### config.mk
export PLATFORM = sky130hd
export DESIGN_NAME = htd_ctrl
export DESIGN_NICKNAME = d
export VERILOG_FILES = /design/src/htd_pkg.sv /design/src/htd_ctrl.sv
export SDC_FILE = /design/constraint.sdc
export NUM_CORES = 1
export LEC_CHECK = 0
export BUFFER_PORTS_ARGS = -buffer_cell sky130_fd_sc_hd__buf_2
export CORE_UTILIZATION = 38
export CTS_CLUSTER_DIAMETER = 150
export DETAILED_ROUTE_END_ITERATION = 16
export GPL_ROUTABILITY_DRIVEN = 0
export PLACE_DENSITY = 0.72
export SYNTH_ARGS = -nofsm -noshare
export SYNTH_HDL_FRONTEND = slang
export SYNTH_SLANG_ARGS = --single-unit
### constraint.sdc
create_clock -name clk -period 1.31 [get_ports clk]
set_clock_uncertainty 0.1 [all_clocks]
set_input_delay 0.1965 -clock clk [delete_from_list [all_inputs] [get_ports clk]]
set_output_delay 0.1965 -clock clk [all_outputs]
set_load 0.005 [all_outputs]
### src/htd_pkg.sv
`timescale 1ns / 1ps
// ----------------------------------------------------------------------------
// htd_pkg
// Shared types and constants for the code tree decoder: result kinds,
// controller states and the command and status bundles.
// ----------------------------------------------------------------------------
package htd_pkg;

	localparam int NODE_COUNT_DEF    = 512;
	localparam int MAX_CODE_BITS_DEF = 20;
	localparam int CODE_BITS         = 20;
	localparam int BYTE_BITS         = 8;
	localparam int SYM_BITS          = 8;

	typedef enum logic [1:0] {
		KIND_SYMBOL       = 2'd0,
		KIND_PREFIX_ERROR = 2'd1,
		KIND_INSERT_DONE  = 2'd2,
		KIND_TABLE_FULL   = 2'd3
	} kind_t;

	typedef enum logic [2:0] {
		ST_IDLE,
		ST_LOOK,
		ST_INS,
		ST_FIN,
		ST_DEC
	} state_t;

	// controller -> datapath
	typedef struct packed {
		logic  load;
		logic  rd;
		logic  adv;
		logic  alloc;
		logic  wr_leaf;
		logic  wr_zero;
		logic  emit;
		kind_t emit_kind;
		logic  emit_last;
		logic  to_root;
		logic  save_cur;
		logic  clr_cur;
		logic  stash;
		logic  use_pend;
	} cmd_t;

	// datapath -> controller
	typedef struct packed {
		logic op_dec;
		logic cnt_zero;
		logic child_zero;
		logic node_vld;
		logic table_full;
		logic out_free;
		logic in_empty;
		logic pend_vld;
	} stat_t;

endpackage

### src/htd_ctrl.sv
`timescale 1ns / 1ps
// ----------------------------------------------------------------------------
// htd_ctrl
// Controller state machine: sequences the table reads, tree steps, node
// allocation, leaf writes and result emission for one item at a time.
// ----------------------------------------------------------------------------
module htd_ctrl import htd_pkg::*; (
	input  logic  clk,
	input  logic  arst_n,
	input  logic  in_valid,
	output logic  in_ready,
	input  stat_t stat,
	output cmd_t  cmd
);

	state_t state_q, state_d;

	// state register
	always_ff @(posedge clk or negedge arst_n) begin
		if (!arst_n) begin
			state_q <= ST_IDLE;
		end else begin
			state_q <= state_d;
		end
	end

	// next state and commands
	always_comb begin
		state_d   = state_q;
		cmd       = '0;
		cmd.emit_kind = KIND_SYMBOL;
		in_ready  = 1'b0;
		unique case (state_q)
			ST_IDLE: begin
				in_ready = 1'b1;
				if (in_valid) begin
					cmd.load = 1'b1;
					// empty insert or zero-bit decode: drop the item
					if (!stat.in_empty) state_d = ST_LOOK;
				end
			end
			ST_LOOK: begin
				cmd.rd = 1'b1;
				if (stat.op_dec) begin
					state_d = ST_DEC;
				end else if (stat.cnt_zero) begin
					state_d = ST_FIN;
				end else begin
					state_d = ST_INS;
				end
			end
			ST_INS: begin
				if (!stat.child_zero) begin
					cmd.adv = 1'b1;
					state_d = ST_LOOK;
				end else if (!stat.table_full) begin
					cmd.alloc = 1'b1;
					state_d   = ST_LOOK;
				end else if (stat.out_free) begin
					cmd.wr_zero   = 1'b1;
					cmd.emit      = 1'b1;
					cmd.emit_kind = KIND_TABLE_FULL;
					cmd.emit_last = 1'b1;
					state_d       = ST_IDLE;
				end
			end
			ST_FIN: begin
				if (stat.out_free) begin
					cmd.wr_leaf   = 1'b1;
					cmd.emit      = 1'b1;
					cmd.emit_kind = KIND_INSERT_DONE;
					cmd.emit_last = 1'b1;
					state_d       = ST_IDLE;
				end
			end
			ST_DEC: begin
				if (stat.node_vld) begin
					if (stat.pend_vld) begin
						// another result follows the held symbol: release it
						if (stat.out_free) begin
							cmd.emit      = 1'b1;
							cmd.use_pend  = 1'b1;
							cmd.emit_kind = KIND_SYMBOL;
						end
					end else if (stat.cnt_zero) begin
						// symbol on the last bit: final item of the byte
						if (stat.out_free) begin
							cmd.emit      = 1'b1;
							cmd.emit_kind = KIND_SYMBOL;
							cmd.emit_last = 1'b1;
							cmd.to_root   = 1'b1;
							cmd.clr_cur   = 1'b1;
							state_d       = ST_IDLE;
						end
					end else begin
						// symbol mid byte: hold it and restart at the root
						cmd.stash   = 1'b1;
						cmd.to_root = 1'b1;
						state_d     = ST_LOOK;
					end
				end else if (stat.cnt_zero) begin
					// byte used up: keep the position, held symbol is the last item
					if (stat.pend_vld) begin
						if (stat.out_free) begin
							cmd.emit      = 1'b1;
							cmd.use_pend  = 1'b1;
							cmd.emit_kind = KIND_SYMBOL;
							cmd.emit_last = 1'b1;
							cmd.save_cur  = 1'b1;
							state_d       = ST_IDLE;
						end
					end else begin
						cmd.save_cur = 1'b1;
						state_d      = ST_IDLE;
					end
				end else if (stat.child_zero) begin
					if (stat.out_free) begin
						if (stat.pend_vld) begin
							cmd.emit      = 1'b1;
							cmd.use_pend  = 1'b1;
							cmd.emit_kind = KIND_SYMBOL;
						end else begin
							cmd.emit      = 1'b1;
							cmd.emit_kind = KIND_PREFIX_ERROR;
							cmd.emit_last = 1'b1;
							cmd.clr_cur   = 1'b1;
							state_d       = ST_IDLE;
						end
					end
				end else begin
					cmd.adv = 1'b1;
					state_d = ST_LOOK;
				end
			end
			default: begin
				state_d = ST_IDLE;
			end
		endcase
	end

endmodule

==> flow_summary.html <==
<table>
<tr><th>Metric</th><th>Value</th></tr>
<tr><th colspan="2">Worst setup path</th></tr>
<tr><td>Logic depth of the worst register-to-register path</td><td>7</td></tr>
<tr><td>Cell-by-cell listing of the critical path</td><td>or3b_4, nor2_4, nand2_2, a21oi_2, buf_2</td></tr>
<tr><td>Critical path data required time</td><td>between 1000 and 1500 ps</td></tr>
<tr><td>Source of the worst register-to-register timing path</td><td>state_q[1]</td></tr>
<tr><td>Crit Reg-Reg Endpoint</td><td>state_q[0]</td></tr>
<tr><td>Critical Path Start Type</td><td>register</td></tr>
<tr><td>CP arrival</td><td>1460 ps</td></tr>
<tr><td>Category of the worst setup path capture point</td><td>output port</td></tr>
<tr><td>Timing startpoint of the critical path</td><td>state_q[1]</td></tr>
<tr><td>Buffers and inverters on the worst path</td><td>1</td></tr>
<tr><td>Register-to-Register Setup Slack</td><td>-400 ps</td></tr>
<tr><td>WS Path Type</td><td>register to output port</td></tr>
<tr><td>Top cell family by delay on the critical path</td><td>simple AND/OR/NAND/NOR gates</td></tr>
<tr><td>Max Fanout on Critical Path</td><td>4</td></tr>
<tr><td>Critical Path Max Stage Delay</td><td>450 ps</td></tr>
<tr><td>Crit-path slowest cell</td><td>sky130_fd_sc_hd__or3b_4</td></tr>
<tr><th colspan="2">Die</th></tr>
<tr><td>Die Area</td><td>1450 um^2</td></tr>
<tr><td>Number of rows in the core area</td><td>12</td></tr>
<tr><td>Starting utilization of the core area</td><td>0.427</td></tr>
<tr><td>Die Span X</td><td>roughly 38 um</td></tr>
<tr><td>Placeable core region</td><td>1160 um^2</td></tr>
<tr><td>Y dimension of the die</td><td>approximately 38 um</td></tr>
<tr><td>Top-level port count</td><td>27</td></tr>
<tr><th colspan="2">Routing</th></tr>
<tr><td>Final WL</td><td>between 1.5 and 2 mm</td></tr>
<tr><td>Vias/cell</td><td>5.69</td></tr>
<tr><td>Via count</td><td>about 750</td></tr>
<tr><td>Detail-routed net length per standard cell</td><td>between 10 and 15 um</td></tr>
<tr><td>Final antenna-violating net count</td><td>0</td></tr>
<tr><td>Count of unresolved DRC violations after routing</td><td>0</td></tr>
<tr><td>Pre-Repair DR Iteration Count</td><td>4</td></tr>
<tr><td>Number of DRC markers after the initial detailed-route iteration</td><td>17</td></tr>
<tr><th colspan="2">Placed design</th></tr>
<tr><td>IO Port Bufs</td><td>26</td></tr>
<tr><td>Final HPWL from detailed placement</td><td>roughly 1.0 mm</td></tr>
<tr><td>Worst slack at placement</td><td>-304 ps</td></tr>
<tr><td>DP Cell Count</td><td>around 120</td></tr>
<tr><th colspan="2">Timing</th></tr>
<tr><td>Setup-failing EPs final</td><td>19</td></tr>
<tr><td>Post-layout minimum cycle time</td><td>~1800 ps</td></tr>
<tr><td>Setup slack after layout</td><td>-450 ps</td></tr>
<tr><td>Share of the clock period used by the worst path</td><td>1.34</td></tr>
<tr><td>Worst rel slew slack</td><td>0.754</td></tr>
<tr><td>Maximum clock frequency</td><td>around 570 MHz</td></tr>
<tr><td>Total negative slack</td><td>-5770 ps</td></tr>
<tr><td>Number of max-slew violations in the final report</td><td>0</td></tr>
<tr><td>Final hold violation count</td><td>0</td></tr>
<tr><td>Slew at the pin closest to its max-slew limit</td><td>between 300 and 400 ps</td></tr>
<tr><td>Final hold slack</td><td>98.9 ps</td></tr>
<tr><td>Setup repair after global routing missed its margin</td><td>yes</td></tr>
<tr><th colspan="2">Finish</th></tr>
<tr><td>Commonest non-fill, non-tap cell in the layout</td><td>sky130_fd_sc_hd__buf_2</td></tr>
<tr><td>Final std cells w/o fill</td><td>between 100 and 150</td></tr>
<tr><td>Final #Nets</td><td>130</td></tr>
<tr><td>Area growth from synthesis to final layout</td><td>102%</td></tr>
<tr><td>Max reg flops</td><td>3</td></tr>
<tr><td>Final antenna diode count</td><td>0</td></tr>
<tr><td>Count of filler cells inserted in the layout</td><td>74</td></tr>
<tr><td>Register cell area after layout</td><td>about 75 um^2</td></tr>
<tr><td>Biggest register</td><td>state_q</td></tr>
<tr><td>Multi-input combinational cell area</td><td>approximately 520 um^2</td></tr>
<tr><td>Registers with the most flip-flops</td><td>state_q x3</td></tr>
<tr><td>Most used cells in the layout excluding fill and tap cells</td><td>sky130_fd_sc_hd__buf_2 (26), sky130_fd_sc_hd__buf_6 (11), sky130_fd_sc_hd__buf_4 (11)</td></tr>
<tr><td>Share of layout cells above drive strength 1</td><td>0.644</td></tr>
<tr><th colspan="2">Logic synthesis</th></tr>
<tr><td>Biggest area consumer among synthesized cells</td><td>sky130_fd_sc_hd__dfrtp_1</td></tr>
<tr><td>Post-synthesis cell type count</td><td>28</td></tr>
<tr><td>Number of register bits inferred by synthesis</td><td>3</td></tr>
<tr><td>Top post-synthesis cells by area</td><td>sky130_fd_sc_hd__dfrtp_1 (15%), sky130_fd_sc_hd__o21ai_0 (8.1%), sky130_fd_sc_hd__nor2_1 (7.6%)</td></tr>
<tr><td>Post-synthesis cell area</td><td>just under 500 um^2</td></tr>
<tr><td>Portion of synthesized cell area occupied by the leading cell type</td><td>0.152</td></tr>
<tr><td>Number of instances in the synthesized netlist</td><td>73</td></tr>
<tr><td>Portion of the post-synthesis area used by sequential elements</td><td>0.152</td></tr>
<tr><td>Syn_nets</td><td>84</td></tr>
<tr><td>Syn avg cell area</td><td>6.77 um^2</td></tr>
<tr><td>Number of warning messages in the yosys log</td><td>0</td></tr>
<tr><th colspan="2">Clock network</th></tr>
<tr><td>Sinks on the clock net</td><td>3</td></tr>
<tr><td>Clock-pin slew on the worst setup and hold paths</td><td>40 ps</td></tr>
<tr><td>TritonCTS clock tree</td><td>done</td></tr>
<tr><td>Clock buffer depth</td><td>2</td></tr>
<tr><td>TritonCTS Buffers</td><td>3</td></tr>
<tr><td>Worst-skew pair later-pin latency</td><td>230 ps</td></tr>
<tr><td>Clock tree root buffer cell</td><td>sky130_fd_sc_hd__clkbuf_4</td></tr>
<tr><td>Number of levels in the clock H-tree</td><td>1</td></tr>
<tr><th colspan="2">Pwr</th></tr>
<tr><td>Switching power of the nets</td><td>around 0.76 mW</td></tr>
<tr><td>Clock network fraction of design power</td><td>0.094</td></tr>
<tr><td>Total internal power</td><td>1.01 mW</td></tr>
<tr><td>Worst IR drop on VDD</td><td>1.63 mV</td></tr>
<tr><td>Logic pwr share</td><td>0.811</td></tr>
<tr><td>Leakage power</td><td>about 0.49 nW</td></tr>
<tr><td>Fraction of power spent switching nets</td><td>0.430</td></tr>
<tr><td>Register share of total power</td><td>0.095</td></tr>
<tr><td>Pwr dens</td><td>~1800 nW/um^2</td></tr>
<tr><th colspan="2">Hold path</th></tr>
<tr><td>Depth of the worst hold-timing path</td><td>2</td></tr>
<tr><td>Worst Hold Class</td><td>primary input to register</td></tr>
<tr><td>Worst min-delay path startpoint</td><td>stat[7]</td></tr>
<tr><td>WHS Endpoint</td><td>state_q[1]</td></tr>
<tr><th colspan="2">Global route</th></tr>
<tr><td>Number of antenna violations at the first check in global routing</td><td>0</td></tr>
<tr><td>Number of global-route vias before repair</td><td>~600</td></tr>
<tr><td>Global-route wire length before repair</td><td>2.56 mm</td></tr>
<tr><td>Remaining global-route overflow</td><td>0</td></tr>
<tr><td>Overall Global Routing Usage</td><td>0.250</td></tr>
<tr><td>Pin count of the biggest net entering global routing</td><td>15</td></tr>
<tr><th colspan="2">Flow run</th></tr>
<tr><td>Max-cap violation count</td><td>0</td></tr>
<tr><th colspan="2">Outcome</th></tr>
<tr><td>Outcome</td><td>finished with violations</td></tr>
<tr><td>Failing checks</td><td>negative setup slack</td></tr>
</table>
-- metrics by stage --
stage	power, mW	util	instance area, um^2
after CTS	1.46	0.762	881
after floorplan	0.688	-	534
final	1.76	0.865	1000
after global placement	0.925	0.616	712
after detailed placement	0.940	0.616	712
after global routing	1.87	0.865	1000
-- power by group through the flow --
stage | clock [mW] | combinational (mW) | sequential [mW]
final | 0.166 | 1.43 | 0.168
after global routing | 0.172 | 1.52 | 0.175
after CTS | 0.171 | 1.12 | 0.166
after detailed placement | 0 | 0.784 | 0.156
after global placement | 0 | 0.771 | 0.154
after floorplan | 0 | 0.535 | 0.152
-- cell families (layout without fill, tap and decap cells) --
kind of cell / count (synthesis) / in the layout / synth area share
AND/OR/NAND/NOR: 34 / 34 / 0.405
AO/OA/AOI/OAI: 23 / 23 / 0.301
buffers and inverters: 11 / 56 / 0.101
flip-flops: 3 / 3 / 0.152
multiplexers: 2 / 2 / 0.0405
-- metal layers --
metal / GRT usage / wire, um / share of wire
met3: 0.0407 / 103 / 0.053
met5: 0 / 0 / 0
met2: 0.403 / 964 / 0.50
met4: 0.0804 / 8 / 0.0041
met1: 0.336 / 860 / 0.44
-- timing repair --
action,CTS,global route
gates cloned,1,0
gates resized for setup,18,19
setup buffers,6,7
pin swaps,9,12
hold endpoints to repair,3,0
setup endpoints to repair,19,19
hold buffers,1,0
-- worst register-to-register path, delay by kind of cell, from the launching register on --
kind / cells / cell delay, ps
AOI/OAI and AO/OA: 1 / 60
and+or+nand+nor: 3 / 730
DFF: 1 / 380
buffers and inverters: 3 / 370
-- Yosys cell counts, drive strengths merged --
master and number:
a21o 1, nor4b 1, nor3b 1, nor2 10
mux2i 2, and3 1, o21ai 9, nand2b 3
dfrtp 3, o32ai 1, a2111oi 1, a31o 1
and2 2, a211oi 2, nand2 3, buf 7
clkbuf 1, or3b 1, nor4 1, inv 3
nor3 9, nor2b 1, o311a 1, and4b 1
a211o 1, a21oi 6
-- final cells by class --
cell class,instances,area share
clock buffers,4,0.0263
well taps,14,0.0175
flip-flops and latches,3,0.0751
multi-input cells,59,0.523
repair buffers,49,0.347
inverters,3,0.0113
-- worst max path at each step --
stage	slack (ps)	cells after the start	to
floorplan	-130	3	cmd[3]
global route	-510	5	cmd[4]
finish	-450	5	cmd[4]
CTS	-460	5	cmd[4]
detailed placement	-300	5	cmd[4]
global placement	-280	3	cmd[3]
No activity file was read; power rests on OpenSTA's default activity.
